$ cat config.mk
export PLATFORM = sky130hd
export DESIGN_NAME = ymodem_block_framer_flat
export DESIGN_NICKNAME = d
export VERILOG_FILES = /design/src/design/ybf_pkg.sv /design/src/design/ybf_req_if.sv /design/src/design/ybf_rsp_if.sv /design/src/design/ymodem_block_framer.sv /design/src/design/ybf_front.sv /design/src/design/ybf_queue.sv /design/src/design/ybf_back.sv /design/src/flat_wrapper.sv
export VERILOG_INCLUDE_DIRS = /design/src /design/src/design
export SDC_FILE = /design/constraint.sdc
export NUM_CORES = 1
export LEC_CHECK = 0
export BUFFER_PORTS_ARGS = -buffer_cell sky130_fd_sc_hd__buf_2
export CORE_MARGIN = 3
export CORE_UTILIZATION = 44
export CTS_CLUSTER_SIZE = 12
export DETAILED_ROUTE_END_ITERATION = 8
export GPL_TIMING_DRIVEN = 0
export SLEW_MARGIN = 20
export SYNTH_ARGS = -nofsm -noshare
export SYNTH_HDL_FRONTEND = slang
export SYNTH_SLANG_ARGS = --single-unit
export TNS_END_PERCENT = 30
$ cat constraint.sdc
create_clock -name clock -period 4.9 [get_ports clock]
set_input_delay 0.49 -clock clock [delete_from_list [all_inputs] [get_ports clock]]
set_output_delay 0.49 -clock clock [all_outputs]
set_load 0.02 [all_outputs]
$ cat src/design/assert_macros.svh
// Assertion macros used by the top-level framer design file.
`ifndef ASSERT_MACROS_SVH
`define ASSERT_MACROS_SVH

// Same-cycle implication, checked on every rising clock edge outside reset.
`define YBF_ASSERT_IMPL(lbl, ant, cons, msg) \
   lbl: assert property (@(posedge clock) disable iff (reset) (ant) |-> (cons)) \
      else $error(msg);

// Next-cycle implication, checked on every rising clock edge outside reset.
`define YBF_ASSERT_NEXT(lbl, ant, cons, msg) \
   lbl: assert property (@(posedge clock) disable iff (reset) (ant) |=> (cons)) \
      else $error(msg);

`endif

$ cat src/design/ybf_pkg.sv
// Shared constants, types and the CRC function of the YMODEM block framer.
`timescale 1ns / 1ps

package ybf_pkg;

   // Block lengths in payload slots.
   localparam int LONG_BLOCK_BYTES  = 1024;
   localparam int SHORT_BLOCK_BYTES = 128;

   // Slot counter holds up to the long block length itself.
   localparam int SLOT_W = $clog2(LONG_BLOCK_BYTES) + 1;

   // Queue between the slot front end and the byte back end.
   localparam int QUEUE_DEPTH = 4;
   localparam int QPTR_W      = $clog2(QUEUE_DEPTH);
   localparam int QCNT_W      = QPTR_W + 1;

   // Byte and CRC widths.
   localparam int BYTE_W = 8;
   localparam int CRC_W  = 16;

   // Framing bytes and CRC-16/XMODEM constants.
   localparam logic [BYTE_W-1:0] SOH_BYTE = 8'h01;
   localparam logic [BYTE_W-1:0] STX_BYTE = 8'h02;
   localparam logic [BYTE_W-1:0] PAD_BYTE = 8'h1A;
   localparam logic [CRC_W-1:0]  CRC_POLY = 16'h1021;
   localparam logic [CRC_W-1:0]  CRC_INIT = 16'h0000;

   // One classified slot, as handed from the front end to the back end.
   typedef struct packed {
      logic              first;
      logic              last;
      logic              short_mode;
      logic [BYTE_W-1:0] block_number;
      logic [BYTE_W-1:0] data;
      logic [CRC_W-1:0]  crc;
   } qentry_type;

   // Queue status seen by both neighbors.
   typedef struct packed {
      logic full;
      logic empty;
   } qstat_type;

   // Feed one byte into a CRC-16/XMODEM, MSB first.
   function automatic logic [CRC_W-1:0] crc_feed(input logic [CRC_W-1:0] crc,
                                                 input logic [BYTE_W-1:0] b);
      logic [CRC_W-1:0] c;
      c = crc ^ {b, {(CRC_W-BYTE_W){1'b0}}};
      for (int i = 0; i < BYTE_W; i++) begin
         if (c[CRC_W-1]) begin
            c = {c[CRC_W-2:0], 1'b0} ^ CRC_POLY;
         end else begin
            c = {c[CRC_W-2:0], 1'b0};
         end
      end
      return c;
   endfunction

endpackage

$ cat src/design/ybf_req_if.sv
// Slot input channel: valid/ready handshake with the slot payload.
`timescale 1ns / 1ps

interface ybf_req_if import ybf_pkg::*; ();
   logic              valid;
   logic              ready;
   logic [BYTE_W-1:0] data_byte;
   logic              is_payload;
   logic [BYTE_W-1:0] block_number;
   logic              short_block;

   modport source (output valid, output data_byte, output is_payload,
                   output block_number, output short_block, input ready);
   modport sink   (input valid, input data_byte, input is_payload,
                   input block_number, input short_block, output ready);
endinterface

$ cat src/design/ybf_rsp_if.sv
// Framed byte output channel: valid/ready handshake with one wire byte.
`timescale 1ns / 1ps

interface ybf_rsp_if import ybf_pkg::*; ();
   logic              valid;
   logic              ready;
   logic [BYTE_W-1:0] out_byte;
   logic              frame_end;
   logic              run_last;

   modport source (output valid, output out_byte, output frame_end,
                   output run_last, input ready);
   modport sink   (input valid, input out_byte, input frame_end,
                   input run_last, output ready);
endinterface

$ cat src/design/ymodem_block_framer.sv
// YMODEM block framer: slots in, framed wire bytes with CRC-16/XMODEM out.
//
// req_ch carries one payload slot per transfer: the data byte, a payload or
// pad flag, and the block number and block size, which count only on the
// first slot of a block. rsp_ch carries one wire byte per transfer, with
// frame_end on the CRC low byte and run_last on the final byte of each slot.
// The first slot of a block yields the start byte, the block number, its
// complement and the data byte; the last slot yields the data byte and the
// two CRC bytes; other slots yield the data byte alone.
// With the queue empty, a slot is written into the queue and its first byte
// then into the back-end output register before rsp_ch.valid rises.
// Throughput: one wire byte per cycle while a slot is queued and the
// receiver is ready, set by the single output register of the back end.
// The four-entry slot queue absorbs the longer first and closing slots.
// Reset closes any open block, empties the queue and drops rsp_ch.valid.
// When the receiver stalls, the output byte holds, the queue fills, and
// req_ch.ready falls once all four entries are taken.
`timescale 1ns / 1ps
`include "assert_macros.svh"

module ymodem_block_framer import ybf_pkg::*; (
   input  logic      clock,
   input  logic      reset,
   ybf_req_if.sink   req_ch,
   ybf_rsp_if.source rsp_ch
);

   qentry_type q_entry;
   qentry_type q_head;
   qstat_type  q_stat;
   logic       q_push;
   logic       q_pop;

   // Slot classification and CRC.
   ybf_front u_front (
      .clock   (clock),
      .reset   (reset),
      .req_ch  (req_ch),
      .q_stat  (q_stat),
      .q_push  (q_push),
      .q_entry (q_entry)
   );

   // Decoupling queue.
   ybf_queue u_queue (
      .clock      (clock),
      .reset      (reset),
      .push       (q_push),
      .push_entry (q_entry),
      .pop        (q_pop),
      .head_entry (q_head),
      .stat       (q_stat)
   );

   // Byte sequencing and output register.
   ybf_back u_back (
      .clock      (clock),
      .reset      (reset),
      .head_entry (q_head),
      .q_stat     (q_stat),
      .q_pop      (q_pop),
      .rsp_ch     (rsp_ch)
   );

   `YBF_ASSERT_IMPL(a_no_push_when_full, q_push, !q_stat.full, "slot pushed into full queue")
   `YBF_ASSERT_IMPL(a_no_pop_when_empty, q_pop, !q_stat.empty, "pop from empty queue")
   `YBF_ASSERT_IMPL(a_frame_end_is_last, rsp_ch.valid && rsp_ch.frame_end, rsp_ch.run_last, "frame end not last byte of slot")
   `YBF_ASSERT_NEXT(a_no_double_end, rsp_ch.valid && rsp_ch.ready && rsp_ch.frame_end, !(rsp_ch.valid && rsp_ch.frame_end), "two frame ends in a row")

endmodule

$ cat src/design/ybf_front.sv
// Slot front end: tracks the open block, runs the CRC and classifies each slot.
`timescale 1ns / 1ps

module ybf_front import ybf_pkg::*; (
   input  logic       clock,
   input  logic       reset,
   ybf_req_if.sink    req_ch,
   input  qstat_type  q_stat,
   output logic       q_push,
   output qentry_type q_entry
);

   logic [SLOT_W-1:0] slot_count_ff, slot_count_in;
   logic              short_mode_ff, short_mode_in;
   logic [CRC_W-1:0]  crc_ff, crc_in;

   logic              first;
   logic              mode;
   logic [CRC_W-1:0]  crc_base;
   logic [CRC_W-1:0]  crc_next;
   logic [BYTE_W-1:0] slot_byte;
   logic [SLOT_W-1:0] count_next;
   logic [SLOT_W-1:0] block_len;
   logic              last;

   // A slot is taken whenever the queue has room.
   assign req_ch.ready = !q_stat.full;
   assign q_push       = req_ch.valid && !q_stat.full;

   // Classify the slot against the open block.
   always_comb begin
      first      = (slot_count_ff == '0);
      mode       = first ? req_ch.short_block : short_mode_ff;
      crc_base   = first ? CRC_INIT : crc_ff;
      slot_byte  = req_ch.is_payload ? req_ch.data_byte : PAD_BYTE;
      crc_next   = crc_feed(crc_base, slot_byte);
      count_next = slot_count_ff + SLOT_W'(1);
      block_len  = mode ? SLOT_W'(SHORT_BLOCK_BYTES) : SLOT_W'(LONG_BLOCK_BYTES);
      last       = (count_next >= block_len);
   end

   // Entry handed to the back end.
   always_comb begin
      q_entry.first        = first;
      q_entry.last         = last;
      q_entry.short_mode   = mode;
      q_entry.block_number = req_ch.block_number;
      q_entry.data         = slot_byte;
      q_entry.crc          = crc_next;
   end

   // Block state advances on every transfer.
   always_comb begin
      slot_count_in = slot_count_ff;
      short_mode_in = short_mode_ff;
      crc_in        = crc_ff;
      if (q_push) begin
         slot_count_in = last ? '0 : count_next;
         short_mode_in = mode;
         crc_in        = crc_next;
      end
   end

   always_ff @(posedge clock) begin
      if (reset) begin
         slot_count_ff <= '0;
         short_mode_ff <= 1'b0;
         crc_ff        <= CRC_INIT;
      end else begin
         slot_count_ff <= slot_count_in;
         short_mode_ff <= short_mode_in;
         crc_ff        <= crc_in;
      end
   end

endmodule

$ cat src/design/ybf_queue.sv
// Short queue of classified slots between the front end and the back end.
`timescale 1ns / 1ps

module ybf_queue import ybf_pkg::*; (
   input  logic       clock,
   input  logic       reset,
   input  logic       push,
   input  qentry_type push_entry,
   input  logic       pop,
   output qentry_type head_entry,
   output qstat_type  stat
);

   qentry_type        slots_ff [QUEUE_DEPTH];
   logic [QPTR_W-1:0] wr_ptr_ff, wr_ptr_in;
   logic [QPTR_W-1:0] rd_ptr_ff, rd_ptr_in;
   logic [QCNT_W-1:0] count_ff, count_in;

   // Status and head of the queue.
   assign stat.full  = (count_ff == QCNT_W'(QUEUE_DEPTH));
   assign stat.empty = (count_ff == '0);
   assign head_entry = slots_ff[rd_ptr_ff];

   // Pointer and fill count update.
   always_comb begin
      wr_ptr_in = push ? wr_ptr_ff + QPTR_W'(1) : wr_ptr_ff;
      rd_ptr_in = pop  ? rd_ptr_ff + QPTR_W'(1) : rd_ptr_ff;
      count_in  = count_ff;
      if (push && !pop) begin
         count_in = count_ff + QCNT_W'(1);
      end else if (pop && !push) begin
         count_in = count_ff - QCNT_W'(1);
      end
   end

   always_ff @(posedge clock) begin
      if (reset) begin
         wr_ptr_ff <= '0;
         rd_ptr_ff <= '0;
         count_ff  <= '0;
      end else begin
         wr_ptr_ff <= wr_ptr_in;
         rd_ptr_ff <= rd_ptr_in;
         count_ff  <= count_in;
      end
   end

   // Entry storage needs no reset.
   always_ff @(posedge clock) begin
      if (push) begin
         slots_ff[wr_ptr_ff] <= push_entry;
      end
   end

endmodule

$ cat src/design/ybf_back.sv
// Byte back end: expands queued slots to wire bytes, one per unstalled cycle.
`timescale 1ns / 1ps

module ybf_back import ybf_pkg::*; (
   input  logic       clock,
   input  logic       reset,
   input  qentry_type head_entry,
   input  qstat_type  q_stat,
   output logic       q_pop,
   ybf_rsp_if.source  rsp_ch
);

   typedef enum logic [5:0] {
      BK_HEAD = 6'b000001,
      BK_NUM  = 6'b000010,
      BK_CPL  = 6'b000100,
      BK_DATA = 6'b001000,
      BK_CRCH = 6'b010000,
      BK_CRCL = 6'b100000
   } bk_state_type;

   bk_state_type      state_ff, state_in, state_next;
   logic              valid_ff, valid_in;
   logic [BYTE_W-1:0] byte_ff, byte_in;
   logic              frame_end_ff, frame_end_in;
   logic              run_last_ff, run_last_in;
   logic              advance;

   // The output register takes a new byte when it is empty or being drained.
   assign advance = !q_stat.empty && (!valid_ff || rsp_ch.ready);
   assign q_pop   = advance && run_last_in;

   // Select the byte of the current step of the head slot.
   always_comb begin
      byte_in      = head_entry.data;
      frame_end_in = 1'b0;
      run_last_in  = 1'b0;
      state_next   = state_ff;
      unique case (state_ff)
         BK_HEAD: begin
            if (head_entry.first) begin
               byte_in    = head_entry.short_mode ? SOH_BYTE : STX_BYTE;
               state_next = BK_NUM;
            end else if (head_entry.last) begin
               state_next = BK_CRCH;
            end else begin
               run_last_in = 1'b1;
               state_next  = BK_HEAD;
            end
         end
         BK_NUM: begin
            byte_in    = head_entry.block_number;
            state_next = BK_CPL;
         end
         BK_CPL: begin
            byte_in    = ~head_entry.block_number;
            state_next = BK_DATA;
         end
         BK_DATA: begin
            if (head_entry.last) begin
               state_next = BK_CRCH;
            end else begin
               run_last_in = 1'b1;
               state_next  = BK_HEAD;
            end
         end
         BK_CRCH: begin
            byte_in    = head_entry.crc[CRC_W-1:BYTE_W];
            state_next = BK_CRCL;
         end
         BK_CRCL: begin
            byte_in      = head_entry.crc[BYTE_W-1:0];
            frame_end_in = 1'b1;
            run_last_in  = 1'b1;
            state_next   = BK_HEAD;
         end
         default: begin
            state_next = BK_HEAD;
         end
      endcase
   end

   // Step and output-valid update.
   always_comb begin
      state_in = advance ? state_next : state_ff;
      valid_in = advance || (valid_ff && !rsp_ch.ready);
   end

   always_ff @(posedge clock) begin
      if (reset) begin
         state_ff <= BK_HEAD;
         valid_ff <= 1'b0;
      end else begin
         state_ff <= state_in;
         valid_ff <= valid_in;
      end
   end

   // Output payload register.
   always_ff @(posedge clock) begin
      if (advance) begin
         byte_ff      <= byte_in;
         frame_end_ff <= frame_end_in;
         run_last_ff  <= run_last_in;
      end
   end

   assign rsp_ch.valid     = valid_ff;
   assign rsp_ch.out_byte  = byte_ff;
   assign rsp_ch.frame_end = frame_end_ff;
   assign rsp_ch.run_last  = run_last_ff;

endmodule
$ cat src/flat_wrapper.sv
// flat-port wrapper written by rule: the top's interface ports become plain ports
module ymodem_block_framer_flat import ybf_pkg::*;
  (clock, reset, req_ch_valid, req_ch_data_byte, req_ch_is_payload, req_ch_block_number, req_ch_short_block, req_ch_ready, rsp_ch_valid, rsp_ch_out_byte, rsp_ch_frame_end, rsp_ch_run_last, rsp_ch_ready);
  ybf_req_if req_ch_i ();
  ybf_rsp_if rsp_ch_i ();
  input  logic clock;
  input  logic reset;
  input wire logic [$bits(req_ch_i.valid)-1:0] req_ch_valid;
  input wire logic [$bits(req_ch_i.data_byte)-1:0] req_ch_data_byte;
  input wire logic [$bits(req_ch_i.is_payload)-1:0] req_ch_is_payload;
  input wire logic [$bits(req_ch_i.block_number)-1:0] req_ch_block_number;
  input wire logic [$bits(req_ch_i.short_block)-1:0] req_ch_short_block;
  output wire logic [$bits(req_ch_i.ready)-1:0] req_ch_ready;
  output wire logic [$bits(rsp_ch_i.valid)-1:0] rsp_ch_valid;
  output wire logic [$bits(rsp_ch_i.out_byte)-1:0] rsp_ch_out_byte;
  output wire logic [$bits(rsp_ch_i.frame_end)-1:0] rsp_ch_frame_end;
  output wire logic [$bits(rsp_ch_i.run_last)-1:0] rsp_ch_run_last;
  input wire logic [$bits(rsp_ch_i.ready)-1:0] rsp_ch_ready;
  assign req_ch_i.valid = req_ch_valid;
  assign req_ch_i.data_byte = req_ch_data_byte;
  assign req_ch_i.is_payload = req_ch_is_payload;
  assign req_ch_i.block_number = req_ch_block_number;
  assign req_ch_i.short_block = req_ch_short_block;
  assign req_ch_ready = req_ch_i.ready;
  assign rsp_ch_valid = rsp_ch_i.valid;
  assign rsp_ch_out_byte = rsp_ch_i.out_byte;
  assign rsp_ch_frame_end = rsp_ch_i.frame_end;
  assign rsp_ch_run_last = rsp_ch_i.run_last;
  assign rsp_ch_i.ready = rsp_ch_ready;
  ymodem_block_framer u_core (.clock(clock), .reset(reset), .req_ch(req_ch_i), .rsp_ch(rsp_ch_i));
endmodule
-- Word-level counts from Yosys, hierarchy flattened
Memory sizes are Yosys's and may differ from the RTL's. A register that Yosys moved wholly into a read port is not among the register bits.
Cells that the tools add are included.
- bits in registers: 52
- RAM bits: 140
- input port bits: 22
- output and inout bits: 12
- memories: 1
- memory list (name ; words ; width ; read ports ; clocked after Yosys merged registers in ; write ports ; line ; text):
    u_core.u_queue.slots_ff ; 4 ; 35 ; 1 ; 1 ; 1 ; ybf_queue.sv:14 ; qentry_type slots_ff [QUEUE_DEPTH];
- add/sub/neg operators: 5
- $lt $le $gt $ge: 1
- eq/ne operators: 7
- muxes and demuxes: 29
- bitwise operators: 10
- reductions and logical operators: 17
- operator list (cell ; count):
    $mux 13 ; 8
    $pmux 8 s5 ; 1
    $pmux 6 s5 ; 1
    $not 3->3 ; 8
    $mux 11 ; 2
    $mux 16 ; 1
    $mux 8 ; 2
    $xor 16x16->16 ; 1
    $add 11x1->11 const B ; 1
    $ge 11x11->1 ; 1
    $logic_not 11->1 ; 1
    $mux 5 ; 2
    $not 8->8 ; 1
    $eq 6x1->1 const B ; 1
    $eq 6x2->1 const B ; 1
    $eq 6x3->1 const B ; 1
    $eq 6x4->1 const B ; 1
    $eq 6x5->1 const B ; 1
    $eq 6x6->1 const B ; 1
    $logic_and 1x1->1 ; 6
    $logic_not 1->1 ; 6
    $mux 1 ; 6
    $mux 2 ; 3
    $mux 3 ; 2
    8 further kinds ; 10

-- Logic depth before layout (Yosys ltp)
Gate-level depths: netlist of the first run.
- depth in word-level cells: 19
- depth in mapped cells: 15
- mapped depth without buffers: 14

-- Cells and area by module
A second synthesis of the first run with hierarchy kept.
- cell total of the unflattened synthesis: 613
- area, all modules: 8849.7 um2
- modules (own cells, without submodules) (module ; instances ; cells each ; area an instance (um2) ; sequential area each (um2)):
    ybf_queue ; 1 ; 227 ; 5531.6 ; 4384.2
    ybf_front ; 1 ; 269 ; 2239.6 ; 560.5
    ybf_back ; 1 ; 117 ; 1078.5 ; 440.4

-- Least setup slack after synthesis of the first run
OpenSTA, ideal clock, no wires.
- kind: register to register
- start: register u_core.u_front.slot_count_ff[0]
- end: register u_core.u_front.slot_count_ff[10]
- arrival: 2.711 ns
- required time: 4.768 ns
- path slack: 2.056 ns
- cell stages (with the launch flop): 16
- cells stage by stage: dfxtp_1 > inv_1 > ha_1 > nor4b_4 > nand3_1 > inv_1 > nand2_1 > nand2_1 > ha_1 > and4_1 > o21ai_0 > nor4_1 > a2bb2oi_2 > buf_4 > o21ai_0 > a21oi_1
- RTL lines (what ; line ; text):
    start, declared ; ybf_front.sv:13 ; logic [SLOT_W-1:0] slot_count_ff, slot_count_in;
    start signal, assigned ; ybf_front.sv:70 ; slot_count_ff <= slot_count_in;

==> results.py, run 1 <==
metrics = {
    "setup_path": {
        "path_class": "register to register",
        "crit_path_frequent_cell": "inv_1",
        "path_cells": "inv_1 -> ha_1 -> nor4b_4 -> nand3_1 -> inv_1 -> nand2_1 -> nand2_1 -> ha_1 -> and4_1 -> o21ai_0 -> nor4_1 -> a2bb2oi_2 -> buf_4 -> inv_1",
        "r2r_cells": 14,
        "r2r-start": "u_core.u_front.slot_count_ff[0]$_SDFFE_PP0P_",
        "rr_endpoint": "u_core.u_queue.slots_ff[1][33]$_DFFE_PP_",
        "critPathSlowestCell": "nand3_1",
        "worst_setup_path_start_kind": "register",
        "cp_top_family": "simple AND/OR/NAND/NOR gates",
        "worstPathMaxFanout": 10,
        "required_ns": 5.07,
        "path_buf_inv": 4,
        "crit_arrival_ns": 4.02,
        "cp-end-kind": "register",
        "max_stage_delay_ns": 0.45,
        "rrSetupSlack_ns": 1.05,
    },
    "finish": {
        "fillers": 1509,
        "fin_area_mm2": 0.00950,
        "seqCellArea_mm2": 0.00539,
        "final_nets": 682,
        "antennaDiodeCount": 0,
        "layout_commonest_cell": "edfxtp_1",
        "layout_common_cells": "150 x edfxtp_1, 70 x nand2_1, 44 x dfxtp_1",
        "area_growth_pct": 13.3,
        "multi_input_area_mm2": 0.00277,
        "drive_gt1_share_pct": 19.5,
    },
    "sta": {
        "period_minus_slack_ns": 3.85,
        "finalHoldViolations": 0,
        "report.final.slew_viol_count": 0,
        "post-route-period-util_pct": 78.6,
        "finalSetupViolations": 0,
        "slew_headroom_pct": 33.9,
        "fin_skew_ns": 0.00703,
        "fmax_mhz": 260,
        "rsz0062_at_grt": "no",
        "worstMarginPinSlew_ns": 0.984,
        "setup_tns_ns": 0,
        "whs_ns": 0.273,
        "setup_slack_ns": 1.05,
    },
    "route": {
        "drt_iter0_markers": 360,
        "vias_per_cell": 5.63,
        "drt-total-wl_mm": 17.7,
        "detail_route.wl_per_cell_um": 19.9,
        "remaining_drc_errors": 0,
        "dr.pass1.iters": 6,
        "antenna_left": 0,
        "num_vias": 5016,
    },
    "clock_tree": {
        "post_cts_buffers": 0,
        "cts_resized": 0,
        "clk_latency_ns": 0.43,
        "cts-root-buf": "clkbuf_16",
        "cts_max_level": 4,
        "clk_pin_slew_ns": 0.07,
        "cts.path.max_buffers": 2,
        "cts_tree": "done",
        "hold_buffers": 0,
        "cts_sinks": 194,
        "cts_buffers": 17,
    },
    "hold_path": {
        "hp-start": "req_ch_block_number[7]",
        "min_to": "u_core.u_queue.slots_ff[0][31]$_DFFE_PP_",
        "hold_path.class": "input port to register",
        "hold_depth": 1,
    },
    "global_routing": {
        "grt_pass1_vias": 5045,
        "grt_usage_pct": 18.1,
        "grt_pass1_wl_mm": 28.1,
        "antenna_found_initial": 0,
        "overflow": 0,
        "grt_start_max_net_pins": 22,
    },
    "placed_design": {
        "routabilityCongestion": 0.891,
        "post-place-ws_ns": 1.08,
        "io_buffers": 32,
        "place_area_mm2": 0.00892,
        "hpwl_mm": 12.2,
    },
    "die": {
        "core_mm2": 0.0183,
        "floorplan.rows": 49,
        "io_pins": 34,
        "die_height_um": 144,
        "start_util_pct": 45.8,
        "die-width_um": 144,
        "die_area_mm2": 0.0208,
    },
    "yosys": {
        "ys_types": 53,
        "synth.avg_cell_area_um2": 14.1,
        "yosys_warnings": 0,
        "synth_enable_flop_cells": 150,
        "syn_inst": 595,
        "async_flop_share_pct": 0,
        "syn-num-nets": 627,
        "syn_area_mm2": 0.00839,
        "synth_flop_cell": "edfxtp_1",
        "ys_seq_area_share_pct": 64.2,
        "ys_ff_latch": 194,
    },
    "power_and_ir_drop": {
        "p_leak_nw": 3.27,
        "vdd_drop_max_mv": 0.269,
        "p_per_area_mw_per_mm2": 514,
    },
    "outcome": {
        "outcome": "completed",
    },
    "flow_run": {
        "drv_cap": 0,
    },
}
metal layers:
layer | part of all wire, % | vias to the layer above | global-route usage (%)
li1 | - | 2342 | -
met1 | 44 | 2558 | 24.0
met2 | 51 | 101 | 31.1
met3 | 4.0 | 15 | 3.14
met4 | 0.89 | 0 | 4.76
met5 | 0 | - | 0
worst max-delay path by stage:
| stage | startpoint | end | slack [ns] | cells after the start |
|---|---|---|---|---|
| 3_3_place_gp | u_core.u_front.slot_count_ff[9]$_SDFFE_PP0P_ | u_core.u_front.slot_count_ff[5]$_SDFFE_PP0P_ | 1.16 | 14 |
| 3_5_place_dp | u_core.u_front.slot_count_ff[0]$_SDFFE_PP0P_ | u_core.u_front.slot_count_ff[7]$_SDFFE_PP0P_ | 1.08 | 15 |
| 5_1_grt | u_core.u_front.slot_count_ff[9]$_SDFFE_PP0P_ | u_core.u_front.slot_count_ff[5]$_SDFFE_PP0P_ | 0.67 | 14 |
| 2_1_floorplan | u_core.u_front.slot_count_ff[0]$_SDFFE_PP0P_ | u_core.u_front.slot_count_ff[10]$_SDFFE_PP0P_ | 2.06 | 15 |
| 4_1_cts | u_core.u_front.slot_count_ff[0]$_SDFFE_PP0P_ | u_core.u_front.slot_count_ff[7]$_SDFFE_PP0P_ | 1.07 | 15 |
| 6_report | u_core.u_front.slot_count_ff[0]$_SDFFE_PP0P_ | u_core.u_queue.slots_ff[1][33]$_DFFE_PP_ | 1.05 | 14 |
cell usage after synthesis (10+ instances only):
master | n | area (um^2)
clkbuf_1 | 17 | 63.8
nor2_1 | 31 | 116
a22oi_1 | 10 | 75.1
dfxtp_1 | 44 | 881
inv_1 | 20 | 75.1
nand3_1 | 16 | 80.1
nor3_1 | 15 | 75.1
mux4_2 | 33 | 743
nand2_1 | 70 | 263
edfxtp_1 | 150 | 4500
xnor2_1 | 25 | 219
o21ai_0 | 14 | 70.1
a21oi_1 | 28 | 140
registers in the layout, indices dropped and copies added (netlist names), named ones only:
| signal | flops |
|---|---|
| u_core.u_queue.rd_ptr_ff | 2 |
| u_core.u_front.crc_ff | 16 |
| u_core.u_back.rsp_ch.frame_end | 1 |
| u_core.u_queue.count_ff | 3 |
| u_core.u_queue.slots_ff | 140 |
| u_core.u_back.state_ff | 6 |
| u_core.u_back.rsp_ch.out_byte | 8 |
| u_core.u_back.rsp_ch.valid | 1 |
| u_core.u_back.rsp_ch.run_last | 1 |
| u_core.u_front.slot_count_ff | 11 |
| u_core.u_front.short_mode_ff | 1 |
| u_core.u_queue.wr_ptr_ff | 2 |
cells by family (layout without fill, tap and decap cells):
logic type	Yosys count	in the layout	synth area share (%)
AO/OA/AOI/OAI	76	76	5.55
XOR/XNOR	37	37	4.37
flip-flops	194	194	64.2
adder cells (fa/ha/maj)	10	10	1.58
multiplexers	44	44	10.6
buffers and inverters	54	121	2.82
AND/OR/NAND/NOR	180	180	10.9
report_power, final:
group	switching [mW]	leakage, nW	internal [mW]
combinational	0.782	1.26	0.486
sequential	0.105	1.74	2.15
clock	0.606	0.274	0.759
total	1.49	3.27	3.39
worst reg2reg max path, cell delays in order, from the launching register on:
cell and delay, ns:
dfxtp_1 0.39, inv_1 0.11, ha_1 0.16, nor4b_4 0.41, nand3_1 0.45, inv_1 0.38, nand2_1 0.09, nand2_1 0.27
ha_1 0.32, and4_1 0.20, o21ai_0 0.09, nor4_1 0.11, a2bb2oi_2 0.29, buf_4 0.25, inv_1 0.09
area by class of cell:
type | instances | area share, %
clock buffers | 18 | 4.52
plain buffers | 33 | 1.66
clock inverters | 13 | 1.61
repair buffers | 36 | 2.53
multi-input cells | 347 | 29.2
well taps | 229 | 3.01
flip-flops and latches | 194 | 56.7
inverters | 21 | 0.829
metrics by stage:
stage / total power, mW / instances / util [%]
floorplan: 3.16 / 595 / -
global placement: 3.49 / 856 / 48.2
detailed placement: 3.56 / 860 / 48.7
CTS: 4.92 / 891 / 51.8
global route: 5.14 / 891 / 51.8
finish: 4.89 / 891 / 51.8
Power figures use the tool's default switching activity.
==> inputs of run 2 (changes only) <==
--- a/config.mk
+++ b/config.mk
@@ -6,6 +6,7 @@
 export SDC_FILE = /design/constraint.sdc
 export NUM_CORES = 1
 export LEC_CHECK = 0
+export ABC_AREA = 1
 export BUFFER_PORTS_ARGS = -buffer_cell sky130_fd_sc_hd__buf_2
 export CORE_MARGIN = 3
 export CORE_UTILIZATION = 44
==> constraint.sdc (replaced) <==
create_clock -name clock -period 3.7 [get_ports clock]
set_input_delay 0.37 -clock clock [delete_from_list [all_inputs] [get_ports clock]]
set_output_delay 0.37 -clock clock [all_outputs]
set_load 0.02 [all_outputs]
==> results.py, run 2 <==
metrics = {
    "setup_path": {
        "path_class": "register to register",
        "required_ns": 4.01,
        "crit_path_frequent_cell": "inv_1",
        "r2r_cells": 21,
        "critPathSlowestCell": "o21ai_0",
        "cp-end-kind": "register",
        "worstPathMaxFanout": 13,
        "path_cells": "inv_1 -> ha_1 -> inv_1 -> nor2_1 -> nand2_1 -> inv_1 -> nand2_4 -> inv_1 -> buf_4 -> o21ai_0 -> ha_1 -> nand3_1 -> nor2_1 -> nand3_1 -> nor2_1 -> nand3_1 -> nand2_2 -> nand2_2 -> nand2_2 -> buf_6 -> nor2_2",
        "crit_arrival_ns": 3.60,
        "worst_setup_path_start_kind": "register",
        "max_stage_delay_ns": 0.70,
    },
    "hold_path": {
        "hold_path.class": "input port to register",
        "hold_depth": 1,
    },
    "power_and_ir_drop": {
        "p_per_area_mw_per_mm2": 770,
        "p_leak_nw": 3.95,
        "vdd_drop_max_mv": 0.342,
    },
    "die": {
        "die_area_mm2": 0.0215,
        "die_height_um": 147,
        "floorplan.rows": 50,
        "core_mm2": 0.0191,
        "die-width_um": 147,
        "io_pins": 34,
        "start_util_pct": 45.7,
    },
    "sta": {
        "setup_slack_ns": 0.417,
        "finalHoldViolations": 0,
        "setup_tns_ns": 0,
        "finalSetupViolations": 0,
        "whs_ns": 0.160,
        "fin_skew_ns": 0.00880,
        "post-route-period-util_pct": 88.7,
        "slew_headroom_pct": 28.5,
        "period_minus_slack_ns": 3.28,
        "rsz0062_at_grt": "no",
        "fmax_mhz": 305,
        "worstMarginPinSlew_ns": 1.07,
        "report.final.slew_viol_count": 0,
    },
    "global_routing": {
        "grtUsageMet1_pct": 26.8,
        "use_met2_pct": 30.9,
        "grt_start_max_net_pins": 24,
        "grt_usage_pct": 19.2,
        "gr-max-usage-layer": "met2",
        "overflow": 0,
        "antenna_found_initial": 0,
        "grt_pass1_wl_mm": 31.9,
        "gr-usage-met3_pct": 3.70,
        "grt_pass1_vias": 5764,
    },
    "route": {
        "vias_per_cell": 5.11,
        "remaining_drc_errors": 0,
        "drt-total-wl_mm": 20.3,
        "detail_route.wl_per_cell_um": 16.7,
        "num_vias": 6204,
        "drt_iter0_markers": 404,
        "antenna_left": 0,
        "dr.pass1.iters": 5,
    },
    "finish": {
        "antennaDiodeCount": 0,
        "area_growth_pct": 14.1,
        "final_nets": 973,
        "reg_top3": "u_core.u_queue.slots_ff (140), u_core.u_front.crc_ff (16), u_core.u_front.slot_count_ff (11)",
        "layout_common_cells": "169 x nand2_1, 150 x edfxtp_1, 98 x nor2_1",
        "fin_area_mm2": 0.00995,
        "layout_commonest_cell": "nand2_1",
        "final_util_pct": 52.2,
        "fillers": 1719,
        "largest-register": "u_core.u_queue.slots_ff",
        "largest_reg_flops": 140,
        "drive_gt1_share_pct": 13.6,
    },
    "yosys": {
        "post-synth-top-count-cell": "nand2_1",
        "synth_enable_flop_cells": 150,
        "ys_top_cells_by_count": "169 x nand2_1, 150 x edfxtp_1, 102 x nor2_1",
        "synth.avg_cell_area_um2": 9.86,
        "syn_inst": 884,
        "syn_area_mm2": 0.00872,
        "yosysTopAreaCell": "edfxtp_1",
        "ys_types": 41,
        "async_flop_share_pct": 0,
        "ys_ff_latch": 194,
        "ys_seq_area_share_pct": 61.8,
        "synthTopCellsByArea": "edfxtp_1 52%, dfxtp_1 10%, nand2_1 7.3%, o21ai_0 4.8%, nor2_1 4.4%",
        "yosys_warnings": 0,
        "syn-num-nets": 916,
        "synth_top_area_share_pct": 51.7,
        "synth_flop_cell": "edfxtp_1",
    },
    "placed_design": {
        "hpwl_mm": 14.3,
        "place_area_mm2": 0.00939,
        "post-place-ws_ns": 0.441,
        "io_buffers": 32,
        "routabilityCongestion": 0.815,
    },
    "clock_tree": {
        "cts_buffers": 17,
        "cts-root-buf": "clkbuf_16",
        "clk_latency_ns": 0.43,
        "cts_resized": 0,
        "cts_max_level": 4,
        "clk_pin_slew_ns": 0.07,
        "post_cts_buffers": 0,
        "cts_sinks": 194,
        "cts_tree": "done",
        "hold_buffers": 0,
        "cts.path.max_buffers": 2,
    },
    "flow_run": {
        "drv_cap": 0,
    },
    "outcome": {
        "outcome": "completed",
    },
}
[run 2: cell count changes after synthesis, moves of 22 or more]
cell | before | now
nand2_1 | 70 | 169
nor2_1 | 31 | 102
o21ai_0 | 14 | 83
inv_1 | 20 | 84
nand3_1 | 16 | 58
mux4_2 | 33 | 0
xnor2_1 | 25 | 1
nand2_2 | 0 | 22
[run 2: layer usage]
metal	vias up	share of wire (%)
met3	15	4.5
met2	137	47
met5	-	0
met4	0	1.5
met1	2926	47
li1	3126	-
[run 2: path summary, 6_finish.rpt]
kind                                                        to  slack (ns)                                          from
hold / removal        u_core.u_queue.slots_ff[1][25]$_DFFE_PP_        0.16                        req_ch_block_number[1]
setup / recovery  u_core.u_front.slot_count_ff[1]$_SDFFE_PP0P_        0.42  u_core.u_front.slot_count_ff[0]$_SDFFE_PP0P_
hold reg to reg        u_core.u_queue.count_ff[2]$_SDFFE_PP0P_        0.48       u_core.u_queue.count_ff[2]$_SDFFE_PP0P_
setup reg to reg  u_core.u_front.slot_count_ff[1]$_SDFFE_PP0P_        0.42  u_core.u_front.slot_count_ff[0]$_SDFFE_PP0P_
[run 2: metrics by stage]
step | instances | power, mW
after floorplan | 884 | 5.03
after global placement | 1176 | 5.82
after detailed placement | 1182 | 5.92
after CTS | 1213 | 7.71
after global routing | 1213 | 8.16
final | 1213 | 7.67
[run 2: layout make-up]
cell class / count / area (um^2) / area share, %
buffer: 37 / 185 / 1.86
inverter: 86 / 323 / 3.24
clock buffer: 19 / 433 / 4.35
tap: 260 / 325 / 3.27
sequential: 194 / 5390 / 54.1
clock inverter: 12 / 134 / 1.35
multi-input combinational: 567 / 2860 / 28.7
timing repair buffer: 38 / 310 / 3.12
[run 2: cells by family after synthesis]
kind of cell	after synthesis	synth area share (%)
flip-flops	194	61.8
adder cells (fa/ha/maj)	10	1.52
AO/OA/AOI/OAI	157	10.1
buffers and inverters	123	5.83
multiplexers	1	0.115
XOR/XNOR	10	1.00
AND/OR/NAND/NOR	389	19.7
[run 2: where the power goes]
group          total (mW)  switching (mW)  internal [mW]
logic                2.68            1.88          0.805
registers            3.19           0.184           3.00
clock network        1.80           0.799          0.998
[run 2: worst max-delay path, delay by kind of cell, from the launching register on]
kind            cells  cell delay [ns]
compound gates      1             0.70
fa+ha+maj           2             0.45
buf+inv             6             0.59
flops               1             0.44
simple gates       12             0.97
